File: config.mk
export PLATFORM = sky130hd
export DESIGN_NAME = bitmap_block_allocator_core
export DESIGN_NICKNAME = d
export VERILOG_FILES = /design/src/rtl/core/bba_pkg.sv /design/src/rtl/core/bba_bitmap_ram.sv /design/src/rtl/core/bba_word_unit.sv /design/src/rtl/core/bitmap_block_allocator_core.sv
export SDC_FILE = /design/constraint.sdc
export NUM_CORES = 2
export LEC_CHECK = 0
export BUFFER_PORTS_ARGS = -buffer_cell sky130_fd_sc_hd__buf_2
export CORE_MARGIN = 3
export CORE_UTILIZATION = 50
export CTS_CLUSTER_SIZE = 30
export DETAILED_ROUTE_END_ITERATION = 12
export MAX_ROUTING_LAYER = met4
export PLACE_DENSITY = 0.62
export SLEW_MARGIN = 10
export SYNTH_ARGS = -nofsm -noshare
export SYNTH_HDL_FRONTEND = slang
export SYNTH_HIERARCHICAL = 1
export SYNTH_SLANG_ARGS = --single-unit
File: constraint.sdc
create_clock -name clk -period 13 [get_ports clk]
set_input_delay 1.3 -clock clk [delete_from_list [all_inputs] [get_ports clk]]
set_output_delay 1.3 -clock clk [all_outputs]
set_load 0.1 [all_outputs]
File: src/rtl/core/bba_pkg.sv
// Shared constants and types of the bitmap block allocator.
`default_nettype none
package bba_pkg;

    localparam int BBA_MAX_BLOCKS_DEF = 1024;
    localparam int WORD_BITS          = 32;
    localparam int WORD_SH            = 5;
    localparam int CFG_W              = 11;
    localparam int IDX_W              = 10;

    localparam logic [1:0] OP_ALLOC   = 2'd0;
    localparam logic [1:0] OP_RELEASE = 2'd1;
    localparam logic [1:0] OP_MARK    = 2'd2;
    localparam logic [1:0] OP_QUERY   = 2'd3;

    localparam logic [1:0] ST_OK      = 2'd0;
    localparam logic [1:0] ST_RANGE   = 2'd1;
    localparam logic [1:0] ST_FULL    = 2'd2;
    localparam logic [1:0] ST_ALREADY = 2'd3;

    typedef struct packed {
        logic               hit;
        logic [WORD_SH-1:0] first;
        logic               sel_bit;
    } bba_scan_t;

endpackage
`default_nettype wire

File: src/rtl/core/bba_bitmap_ram.sv
// Word-wide free map store: one write port, one registered read port.
`default_nettype none
module bba_bitmap_ram #(
    parameter int WORDS = 32,
    parameter int AW    = 5
) (
    input  wire logic                          clk,
    input  wire logic                          rd_en,
    input  wire logic [AW-1:0]                 rd_addr,
    output logic      [bba_pkg::WORD_BITS-1:0] rd_data,
    input  wire logic                          wr_en,
    input  wire logic [AW-1:0]                 wr_addr,
    input  wire logic [bba_pkg::WORD_BITS-1:0] wr_data
);
    import bba_pkg::*;

    logic [WORD_BITS-1:0] mem [WORDS];
    logic [WORD_BITS-1:0] rd_data_reg;

    always_ff @(posedge clk)
    begin
        if (wr_en)
        begin
            mem[wr_addr] <= wr_data;
        end
        if (rd_en)
        begin
            rd_data_reg <= mem[rd_addr];
        end
    end

    assign rd_data = rd_data_reg;

endmodule
`default_nettype wire

File: src/rtl/core/bba_word_unit.sv
// Shared word unit: limit mask, lowest free bit search and single bit pick.
`default_nettype none
module bba_word_unit (
    input  wire logic [bba_pkg::WORD_BITS-1:0] word,
    input  wire logic [bba_pkg::WORD_SH:0]     lim,
    input  wire logic [bba_pkg::WORD_SH-1:0]   bit_sel,
    output bba_pkg::bba_scan_t                 scan
);
    import bba_pkg::*;

    logic [WORD_BITS-1:0] masked;

    always_comb
    begin
        for (int k = 0; k < WORD_BITS; k++)
        begin
            masked[k] = word[k] && ((WORD_SH + 1)'(k) < lim);
        end
    end

    // priority encode, lowest set bit wins
    always_comb
    begin
        scan.hit     = |masked;
        scan.first   = '0;
        scan.sel_bit = word[bit_sel];
        for (int k = WORD_BITS - 1; k >= 0; k--)
        begin
            if (masked[k])
            begin
                scan.first = WORD_SH'(k);
            end
        end
    end

endmodule
`default_nettype wire

File: src/rtl/core/bitmap_block_allocator_core.sv
// Top level of the bitmap first-fit block allocator.
`default_nettype none
// Bitmap first-fit block allocator. One free/used mark per block is kept in
// a word-wide store of 32-bit words. Each request on the slave stream carries
// an operation (allocate, release, mark used, query) and a block index, and
// produces exactly one response on the master stream. Allocate scans the
// store one word per cycle from word 0 through a single shared word unit and
// takes the lowest free block below the managed count (blocks_in_use clamped
// to MAX_BLOCKS). After reset the store is cleared to all free, word by word,
// and no request is taken while it is cleared. Release, mark and query go
// through a read, an update and a response; an out of range index goes
// straight to the response. Allocate reads one word after another until a
// free block is found, at most ceil(count/32) words (32 words for 1024
// blocks), and one word for a count of zero; the single read port of the
// store allows no more than one word at a time. One request is in flight at
// a time; a finished response waits in the output register, and the next
// request may be taken while it waits. The user must write the configuration
// register through cfg_wr_en and cfg_wr_data while the block is idle; the
// block itself does not enforce this. A write leaves the map untouched.
module bitmap_block_allocator_core #(
    parameter int MAX_BLOCKS = bba_pkg::BBA_MAX_BLOCKS_DEF
) (
    input  wire logic                      clk,
    input  wire logic                      rst_n,
    // configuration: blocks_in_use
    input  wire logic                      cfg_wr_en,
    input  wire logic [bba_pkg::CFG_W-1:0] cfg_wr_data,
    // request stream
    input  wire logic                      s_tvalid,
    output logic                           s_tready,
    input  wire logic [15:0]               s_tdata,  // func[1:0], block_index[11:2]
    // response stream
    output logic                           m_tvalid,
    input  wire logic                      m_tready,
    output logic      [15:0]               m_tdata   // status[1:0], result_index[11:2],
                                                     // is_free[12]
);
    import bba_pkg::*;

    localparam int WORDS = (MAX_BLOCKS + WORD_BITS - 1) / WORD_BITS;
    localparam int AW    = (WORDS > 1) ? $clog2(WORDS) : 1;
    localparam int XW    = AW + WORD_SH;
    localparam int CNT_W = (XW + 1 > CFG_W) ? XW + 1 : CFG_W;

    localparam logic [2:0] S_CLEAR = 3'd0;
    localparam logic [2:0] S_IDLE  = 3'd1;
    localparam logic [2:0] S_SCAN  = 3'd2;
    localparam logic [2:0] S_BIT   = 3'd3;
    localparam logic [2:0] S_DONE  = 3'd4;

    // unpack the request
    logic [1:0]       in_func;
    logic [IDX_W-1:0] in_index;
    assign in_func  = s_tdata[1:0];
    assign in_index = s_tdata[11:2];

    logic [2:0]         state_reg, state_next;
    logic [AW-1:0]      chk_reg, chk_next;       // word under work, or clear pointer
    logic [1:0]         func_reg, func_next;
    logic [WORD_SH-1:0] bit_reg, bit_next;
    logic [CFG_W-1:0]   cfg_reg;

    logic [1:0]         res_status_reg, res_status_next;
    logic [IDX_W-1:0]   res_index_reg, res_index_next;
    logic               res_free_reg, res_free_next;

    logic               m_tvalid_reg, m_tvalid_next;
    logic [1:0]         m_status_reg;
    logic [IDX_W-1:0]   m_index_reg;
    logic               m_free_reg;
    logic               m_load;

    // store port
    logic                 rd_en, wr_en;
    logic [AW-1:0]        rd_addr, wr_addr;
    logic [WORD_BITS-1:0] rd_data, wr_data;

    // shared word unit
    logic [WORD_SH:0]     lim;
    bba_scan_t            scan;

    // managed count, clamped to MAX_BLOCKS
    logic [CNT_W-1:0] cfg_ext, n_cnt, base_c, rem, idx_c;
    logic [XW-1:0]    base_s, idx_x;
    logic [WORD_BITS-1:0] onehot;

    assign cfg_ext = CNT_W'(cfg_reg);
    assign n_cnt   = (cfg_ext > CNT_W'(MAX_BLOCKS)) ? CNT_W'(MAX_BLOCKS) : cfg_ext;
    assign base_s  = {chk_reg, {WORD_SH{1'b0}}};
    assign base_c  = CNT_W'(base_s);
    assign rem     = (n_cnt > base_c) ? (n_cnt - base_c) : '0;
    assign lim     = (rem >= CNT_W'(WORD_BITS)) ? (WORD_SH + 1)'(WORD_BITS)
                                                : rem[WORD_SH:0];
    assign idx_x   = XW'(in_index);
    assign idx_c   = CNT_W'(in_index);

    bba_bitmap_ram #(
        .WORDS (WORDS),
        .AW    (AW)
    ) u_ram (
        .clk     (clk),
        .rd_en   (rd_en),
        .rd_addr (rd_addr),
        .rd_data (rd_data),
        .wr_en   (wr_en),
        .wr_addr (wr_addr),
        .wr_data (wr_data)
    );

    bba_word_unit u_unit (
        .word    (rd_data),
        .lim     (lim),
        .bit_sel (bit_reg),
        .scan    (scan)
    );

    // bit mask for the selected block inside its word
    always_comb
    begin
        if (state_reg == S_SCAN)
        begin
            onehot = WORD_BITS'(1) << scan.first;
        end
        else
        begin
            onehot = WORD_BITS'(1) << bit_reg;
        end
    end

    assign s_tready = (state_reg == S_IDLE);
    assign m_load   = (state_reg == S_DONE) && (!m_tvalid_reg || m_tready);

    // sequencer
    always_comb
    begin
        state_next      = state_reg;
        chk_next        = chk_reg;
        func_next       = func_reg;
        bit_next        = bit_reg;
        res_status_next = res_status_reg;
        res_index_next  = res_index_reg;
        res_free_next   = res_free_reg;
        rd_en           = 1'b0;
        rd_addr         = '0;
        wr_en           = 1'b0;
        wr_addr         = chk_reg;
        wr_data         = '0;

        unique case (state_reg)
            S_CLEAR:
            begin
                // sweep the store to all free
                wr_en   = 1'b1;
                wr_data = '1;
                if (chk_reg == AW'(WORDS - 1))
                begin
                    chk_next   = '0;
                    state_next = S_IDLE;
                end
                else
                begin
                    chk_next = chk_reg + 1'b1;
                end
            end
            S_IDLE:
            begin
                if (s_tvalid)
                begin
                    func_next       = in_func;
                    bit_next        = idx_x[WORD_SH-1:0];
                    res_status_next = ST_OK;
                    res_index_next  = '0;
                    res_free_next   = 1'b0;
                    if (in_func == OP_ALLOC)
                    begin
                        // start the scan at word 0
                        chk_next   = '0;
                        rd_en      = 1'b1;
                        rd_addr    = '0;
                        state_next = S_SCAN;
                    end
                    else if (idx_c >= n_cnt)
                    begin
                        res_status_next = ST_RANGE;
                        state_next      = S_DONE;
                    end
                    else
                    begin
                        chk_next   = idx_x[XW-1:WORD_SH];
                        rd_en      = 1'b1;
                        rd_addr    = idx_x[XW-1:WORD_SH];
                        state_next = S_BIT;
                    end
                end
            end
            S_SCAN:
            begin
                if (scan.hit)
                begin
                    // take the lowest free block and mark it used
                    wr_en           = 1'b1;
                    wr_data         = rd_data & ~onehot;
                    res_status_next = ST_OK;
                    res_index_next  = IDX_W'(base_c + CNT_W'(scan.first));
                    state_next      = S_DONE;
                end
                else if (base_c + CNT_W'(WORD_BITS) >= n_cnt)
                begin
                    res_status_next = ST_FULL;
                    state_next      = S_DONE;
                end
                else
                begin
                    // advance to the next word
                    chk_next = chk_reg + 1'b1;
                    rd_en    = 1'b1;
                    rd_addr  = chk_reg + 1'b1;
                end
            end
            S_BIT:
            begin
                unique case (func_reg)
                    OP_RELEASE:
                    begin
                        if (scan.sel_bit)
                        begin
                            res_status_next = ST_ALREADY;
                        end
                        else
                        begin
                            wr_en   = 1'b1;
                            wr_data = rd_data | onehot;
                        end
                    end
                    OP_MARK:
                    begin
                        wr_en   = 1'b1;
                        wr_data = rd_data & ~onehot;
                    end
                    OP_QUERY:
                    begin
                        res_free_next = scan.sel_bit;
                    end
                    OP_ALLOC:
                    begin
                        // handled in the scan state
                    end
                endcase
                state_next = S_DONE;
            end
            S_DONE:
            begin
                // hold until the output register is free
                if (!m_tvalid_reg || m_tready)
                begin
                    state_next = S_IDLE;
                end
            end
            default:
            begin
                state_next = S_IDLE;
            end
        endcase
    end

    always_comb
    begin
        if (m_load)
        begin
            m_tvalid_next = 1'b1;
        end
        else if (m_tready)
        begin
            m_tvalid_next = 1'b0;
        end
        else
        begin
            m_tvalid_next = m_tvalid_reg;
        end
    end

    // control state
    always_ff @(posedge clk or negedge rst_n)
    begin
        if (!rst_n)
        begin
            state_reg    <= S_CLEAR;
            chk_reg      <= '0;
            cfg_reg      <= CFG_W'(1024);
            m_tvalid_reg <= 1'b0;
        end
        else
        begin
            state_reg    <= state_next;
            chk_reg      <= chk_next;
            m_tvalid_reg <= m_tvalid_next;
            if (cfg_wr_en)
            begin
                cfg_reg <= cfg_wr_data;
            end
        end
    end

    // payload
    always_ff @(posedge clk)
    begin
        func_reg       <= func_next;
        bit_reg        <= bit_next;
        res_status_reg <= res_status_next;
        res_index_reg  <= res_index_next;
        res_free_reg   <= res_free_next;
        if (m_load)
        begin
            m_status_reg <= res_status_reg;
            m_index_reg  <= res_index_reg;
            m_free_reg   <= res_free_reg;
        end
    end

    assign m_tvalid = m_tvalid_reg;
    assign m_tdata  = {3'b000, m_free_reg, m_index_reg, m_status_reg};

endmodule
`default_nettype wire
# Word level (Yosys, flattened, before mapping)

Memories as Yosys holds them, arrays and structs flattened. A register that Yosys moved wholly into a read port is not among the register bits.
Cells that the tools add are included.

Add/sub/neg operators: 4
Order comparisons: 38
Equality and inequality tests: 19
Shift-type cells: 2
Mux-type cells: 91
Bitwise logic cells: 3
Reduce and logical (&&, ||, !) cells: 49

Operators with widths:

| kind                                                                         | count |
|---|---|
| 5-bit 2-to-1 mux                                                             | 43 |
| 5-bit by 6-bit less-than comparator with 1-bit output (first input constant) | 16 |
| 32-bit 2-to-1 mux                                                            | 3 |
| 32-bit case mux with 3 select lines                                          | 1 |
| 32-bit case mux with 2 select lines                                          | 1 |
| 1-bit by 5-bit << shifter with 32-bit output (first input constant)          | 2 |
| 4-bit by 6-bit less-than comparator with 1-bit output (first input constant) | 8 |
| 1-bit logical AND                                                            | 33 |
| 32-bit AND                                                                   | 1 |
| 32-bit NOT                                                                   | 1 |
| 32-bit bitwise OR                                                            | 1 |
| 32-bit OR reduction                                                          | 1 |
| 3-bit by 6-bit less-than comparator with 1-bit output (first input constant) | 4 |
| 11-bit 2-to-1 mux                                                            | 2 |
| 3-bit 2-to-1 mux                                                             | 7 |
| 10-bit 2-to-1 mux                                                            | 2 |
| 10-bit case mux with 2 select lines                                          | 1 |
| 1-bit 2-to-1 mux                                                             | 16 |
| 3-bit case mux with 5 select lines                                           | 1 |
| 5-bit case mux with 3 select lines                                           | 1 |
| 2-bit inequality test (second input constant)                                | 7 |
| 1-bit by 6-bit less-than comparator with 1-bit output (first input constant) | 2 |
| 2-bit by 6-bit less-than comparator with 1-bit output (first input constant) | 2 |
| 10-bit by 6-bit adder with 11-bit output (second input constant)             | 1 |
| other kinds (35)                                                             | 49 |

Register bits after elaboration: 53
RAM bits: 1024
Bits of input ports: 32
Output and inout bits: 18
Word-level logic and storage cells: 219
Memories kept: 1

Memories:

| memory    | depth | width | rd ports | clocked after Yosys merged registers in | write ports | RTL line             | source |
|---|---|---|---|---|---|---|---|
| u_ram.mem | 32    | 32    | 1        | 1                                       | 1           | bba_bitmap_ram.sv:17 | `logic [WORD_BITS-1:0] mem [WORDS];` |

# Depth between registers and ports, before layout

Word-level depth: 46
Gate-level depth with buffers: 31
Depth with buffers taken out: 25

# Hierarchy

Netlist, hierarchy kept.

Modules (own cells, without submodules):

| module                      | instances | cells each | area each (µm²) | seq. area each (µm²) |
|---|---|---|---|---|
| bba_bitmap_ram              | 1         | 2260       | 40812.9         | 31710.4 |
| bitmap_block_allocator_core | 1         | 419        | 3932.5          | 1492.7 |
| bba_word_unit               | 1         | 188        | 1367.6          | 0.0 |

# Worst setup path before layout

Ideal clock, no wire load.

Kind: flip-flop to flip-flop
From: reg cfg_reg[10], in the netlist cfg_ext[10]
To: mem u_ram.mem[0][21] (data pin)
Library setup time: 0.616 ns
Arrival: 6.571 ns
Data required time: 12.384 ns
Path slack: 5.814 ns
Stages on the path, launching flop included: 23
Path buffers: 3
Clock period less this slack: 7.186 ns
Cells stage by stage: dfstp_2 -> inv_1 -> buf_1 -> nand2_1 -> ha_1 -> inv_1 -> fa_1 -> xor2_1 -> or3_1 -> nor3_1 -> a21boi_2 -> and2_1 -> buf_6 -> clkbuf_1 -> o211ai_1 -> nand2_1 -> inv_1 -> a2111oi_2 -> o211ai_1 -> a311oi_2 -> nand2_1 -> o21a_1 -> o311ai_0

RTL lines:

| what                   | RTL line                           | source |
|---|---|---|
| start, declared        | bitmap_block_allocator_core.sv:61  | `logic [CFG_W-1:0] cfg_reg;` |
| start signal, assigned | bitmap_block_allocator_core.sv:299 | `cfg_reg <= cfg_wr_data;` |
| end, declared          | bba_bitmap_ram.sv:17               |  |

==> qor.txt <==
Area growth syn-to-layout: 11.6%
die area: 95,900 um2
Clock Latency Late Sink: 0.69 ns
FILL cells: 6,895
commonest non-fill, non-tap cells in the layout: 1,089 x edfxtp_1, 512 x mux2i_1, 158 x nand2_1
Mapped Avg Cell Area: 16.1 um2
relative slew slack: 21.0%
worst hold path class: flip-flop to flip-flop
Min Clock Period, post-route: 8.96 ns
sequential share of the synthesized area: 72.0%
synth warn: 6
Setup CP Type: flip-flop to flip-flop
WP data arrival: 9.36 ns
Worst R2R Setup Slack: 4.04 ns
Hold Slack: 0.420 ns
layout cell share with drive strength beyond 1: 13.4%
Residual DRC: 0
Syn Inst Count: 2,867
ys async rst share: 1.80%
Worst setup SP type: flip-flop
max reg flops: 1,024
Detailed Route WL: 121,000 um
Worst Tran Pin Value: 1.18 ns
Post-CTS Resized: 0
IO Port Bufs: 42
Clock Sinks: 1,109
Core Region: 90,700 um2
Worst Reg2Reg Path Length in Cells: 26
Row Count: 110
Worst R2R End: u_ram/rd_data[30]$_DFFE_PP_
crit-path max FO: 40
Placer Congestion: 0.931
commonest non-fill, non-tap cell in the layout: edfxtp_1
CP required: 13.39 ns
leakage dissipation: 0.0160 uW
I/O pin cnt: 50
Final Max Slew Viols: 0
Die Y: 310 um
placed wire-length estimate: 67,200 um
CTS Buf Count: 109
crit path capture type: flip-flop
largest cells by area after synthesis: edfxtp_1 71%, mux2i_1 11%, a22oi_1 1.6%
cell taking the most area after synthesis: edfxtp_1
cts hold-fix bufs: 0
gr ovfl total: 0
initial antenna violation count: 0
Initial Util: 50.8%
Most used DFF post-synth: edfxtp_1
Finish-stage setup viols: 0
register bit count reported by yosys: 1,109
Clock Path Buffers: 3
GRT Overall Usage: 26.1%
post-DR vias/cell: 6.24
nets: 3,006
number of distinct library cells after synthesis: 88
CTS tree: built
initial DRC count: 2,738
first-pass GRT wire length: 175,000 um
VDD IR-drop max: 128 uV
post-route clock period utilization: 69.0%
Antenna diodes: 0
status: finished clean
Antenna Violating Nets Remaining: 0
Vias: 26,308
power per cell area: 214 nW/um2
R2R Path Start: cfg_ext[10]$_DFFE_PN1P_
Mapped Area: 46,100 um2
setup TNS: 0 ns
vias in the first global route: 25,430
H-tree Lvls: 3
WL per Instance: 28.8 um
Post-Route Skew: 0.0228 ns
CTS root buffer: clkbuf_16
Worst Setup EP: u_ram/rd_data[30]$_DFFE_PP_
largest net degree at the start of global routing: 122
Die W: 310 um
Post-synth EDFFs: 1,089
clk slew on worst S/H paths: 0.07 ns
maxcap violations: 0
Fmax: 112 MHz
unrepaired setup endpoints after global routing: no
postcts setup bufs: 0
share of the synthesized area in the top cell type: 70.9%
Final Hold Vio Count: 0
drt first pass iters: 7
Crit. Startpoint: cfg_ext[10]$_DFFE_PN1P_
## stage by stage
stage	instance area, um2	util, %	worst slack [ns]	instances	total power, uW
2_1_floorplan	46100	-	5.81	2869	6940
3_3_place_gp	47900	52.8	4.20	4011	7850
3_5_place_dp	47900	52.8	4.21	4011	7960
4_1_cts	51500	56.7	4.18	4214	11000
5_1_grt	51500	56.7	3.56	4214	11400
6_report	51500	56.7	4.04	4214	11000
## synth_stat cells, types with 4 or more instances
cell and n:
edfxtp_1 1089, mux2i_1 512, nand2_1 159, nand3_1 129
a21oi_1 125, a22oi_1 97, nor2_1 77, a22o_1 64
clkbuf_1 51, buf_4 42, nor3_1 42, buf_2 41
a31oi_1 36, o211ai_1 35, o21ai_0 33, ha_1 27
inv_1 26, buf_6 21, dfrtp_1 19, mux2_2 17
nand2b_1 12, o21a_1 11, o311ai_0 11, and2_1 10
mux4_2 10, o22ai_1 10, nor2b_1 9, buf_1 8
a21o_1 7, or3_1 7, and3_1 6, nand3b_1 6
o311ai_1 6, a211oi_1 5, nand4_1 5, nor3b_1 5
or2_2 5, a21oi_2 4, a311o_1 4, o21ai_1 4
o31a_1 4
## how the worst min path moves through the flow
| stage | from | to | cells past startpoint |
|---|---|---|---|
| after detailed placement | res_free_reg$_SDFFCE_PN0P_ | m_free_reg$_DFFE_PP_ | 0 |
| final | res_free_reg$_SDFFCE_PN0P_ | m_free_reg$_DFFE_PP_ | 0 |
| after CTS | res_free_reg$_SDFFCE_PN0P_ | m_free_reg$_DFFE_PP_ | 0 |
| after global routing | res_index_reg[9]$_SDFFCE_PN0P_ | m_index_reg[9]$_DFFE_PP_ | 0 |
| after floorplan | res_free_reg$_SDFFCE_PN0P_ | m_free_reg$_DFFE_PP_ | 0 |
| after global placement | res_index_reg[5]$_SDFFCE_PN0P_ | m_index_reg[5]$_DFFE_PP_ | 0 |
## cell type report
cell class              count  area (um2)  area share (%)
flip-flops and latches   1109       33200            64.5
multi-input cells        1566       12300            23.8
clock buffers             127        2860            5.56
well taps                1176        1470            2.86
repair buffers            131         891            1.73
clock inverters            76         664            1.29
inverters                  29         109           0.212
## power breakdown
group / switching, uW / internal [uW] / leakage, uW
Combinational: 1950 / 695 / 0.00413
Sequential: 166 / 5100 / 0.0101
Clock: 1330 / 1750 / 0.00172
## cell families after synthesis
kind of cell               after synthesis  share of synthesized area [%]
muxes                                  540                           12.0
DFF                                   1109                           72.0
adders and majority gates               28                          0.776
and+or+nand+nor                        499                           5.25
xor gates and xnor gates                 3                         0.0570
buffers and inverters                  194                           2.39
AOI/OAI and AO/OA                      493                           7.46
other                                    1                        0.00813
## per-layer routing
layer,wire length [um],GRT usage [%],up-vias,share of wire [%]
met4,3480,7.45,0,2.9
met3,9640,4.68,202,7.9
li1,-,-,11502,-
met5,0,-,-,0
met2,56700,39.7,1057,47
met1,51600,36.3,13547,42
## critical path, cell delays in order (launching register included)
cell and delay, ns:
dfstp_2 0.59, inv_1 0.23, nand2_1 0.23, ha_1 0.23
inv_1 0.07, fa_1 0.45, xor2_1 0.18, or3_1 0.31
nor3_1 0.31, o21ai_0 0.15, o21a_1 0.52, or2_1 0.63
o311ai_2 0.20, nor4b_2 0.40, nand2_1 0.09, nor2_1 0.15
nand2_1 0.20, or3_1 0.60, inv_1 0.18, o2bb2ai_1 0.32
nor2b_4 0.74, buf_4 0.46, buf_4 0.61, a22o_1 0.23
nor3_1 0.04, a31oi_1 0.27, nand3_1 0.17
Power figures use the tool's default switching activity.
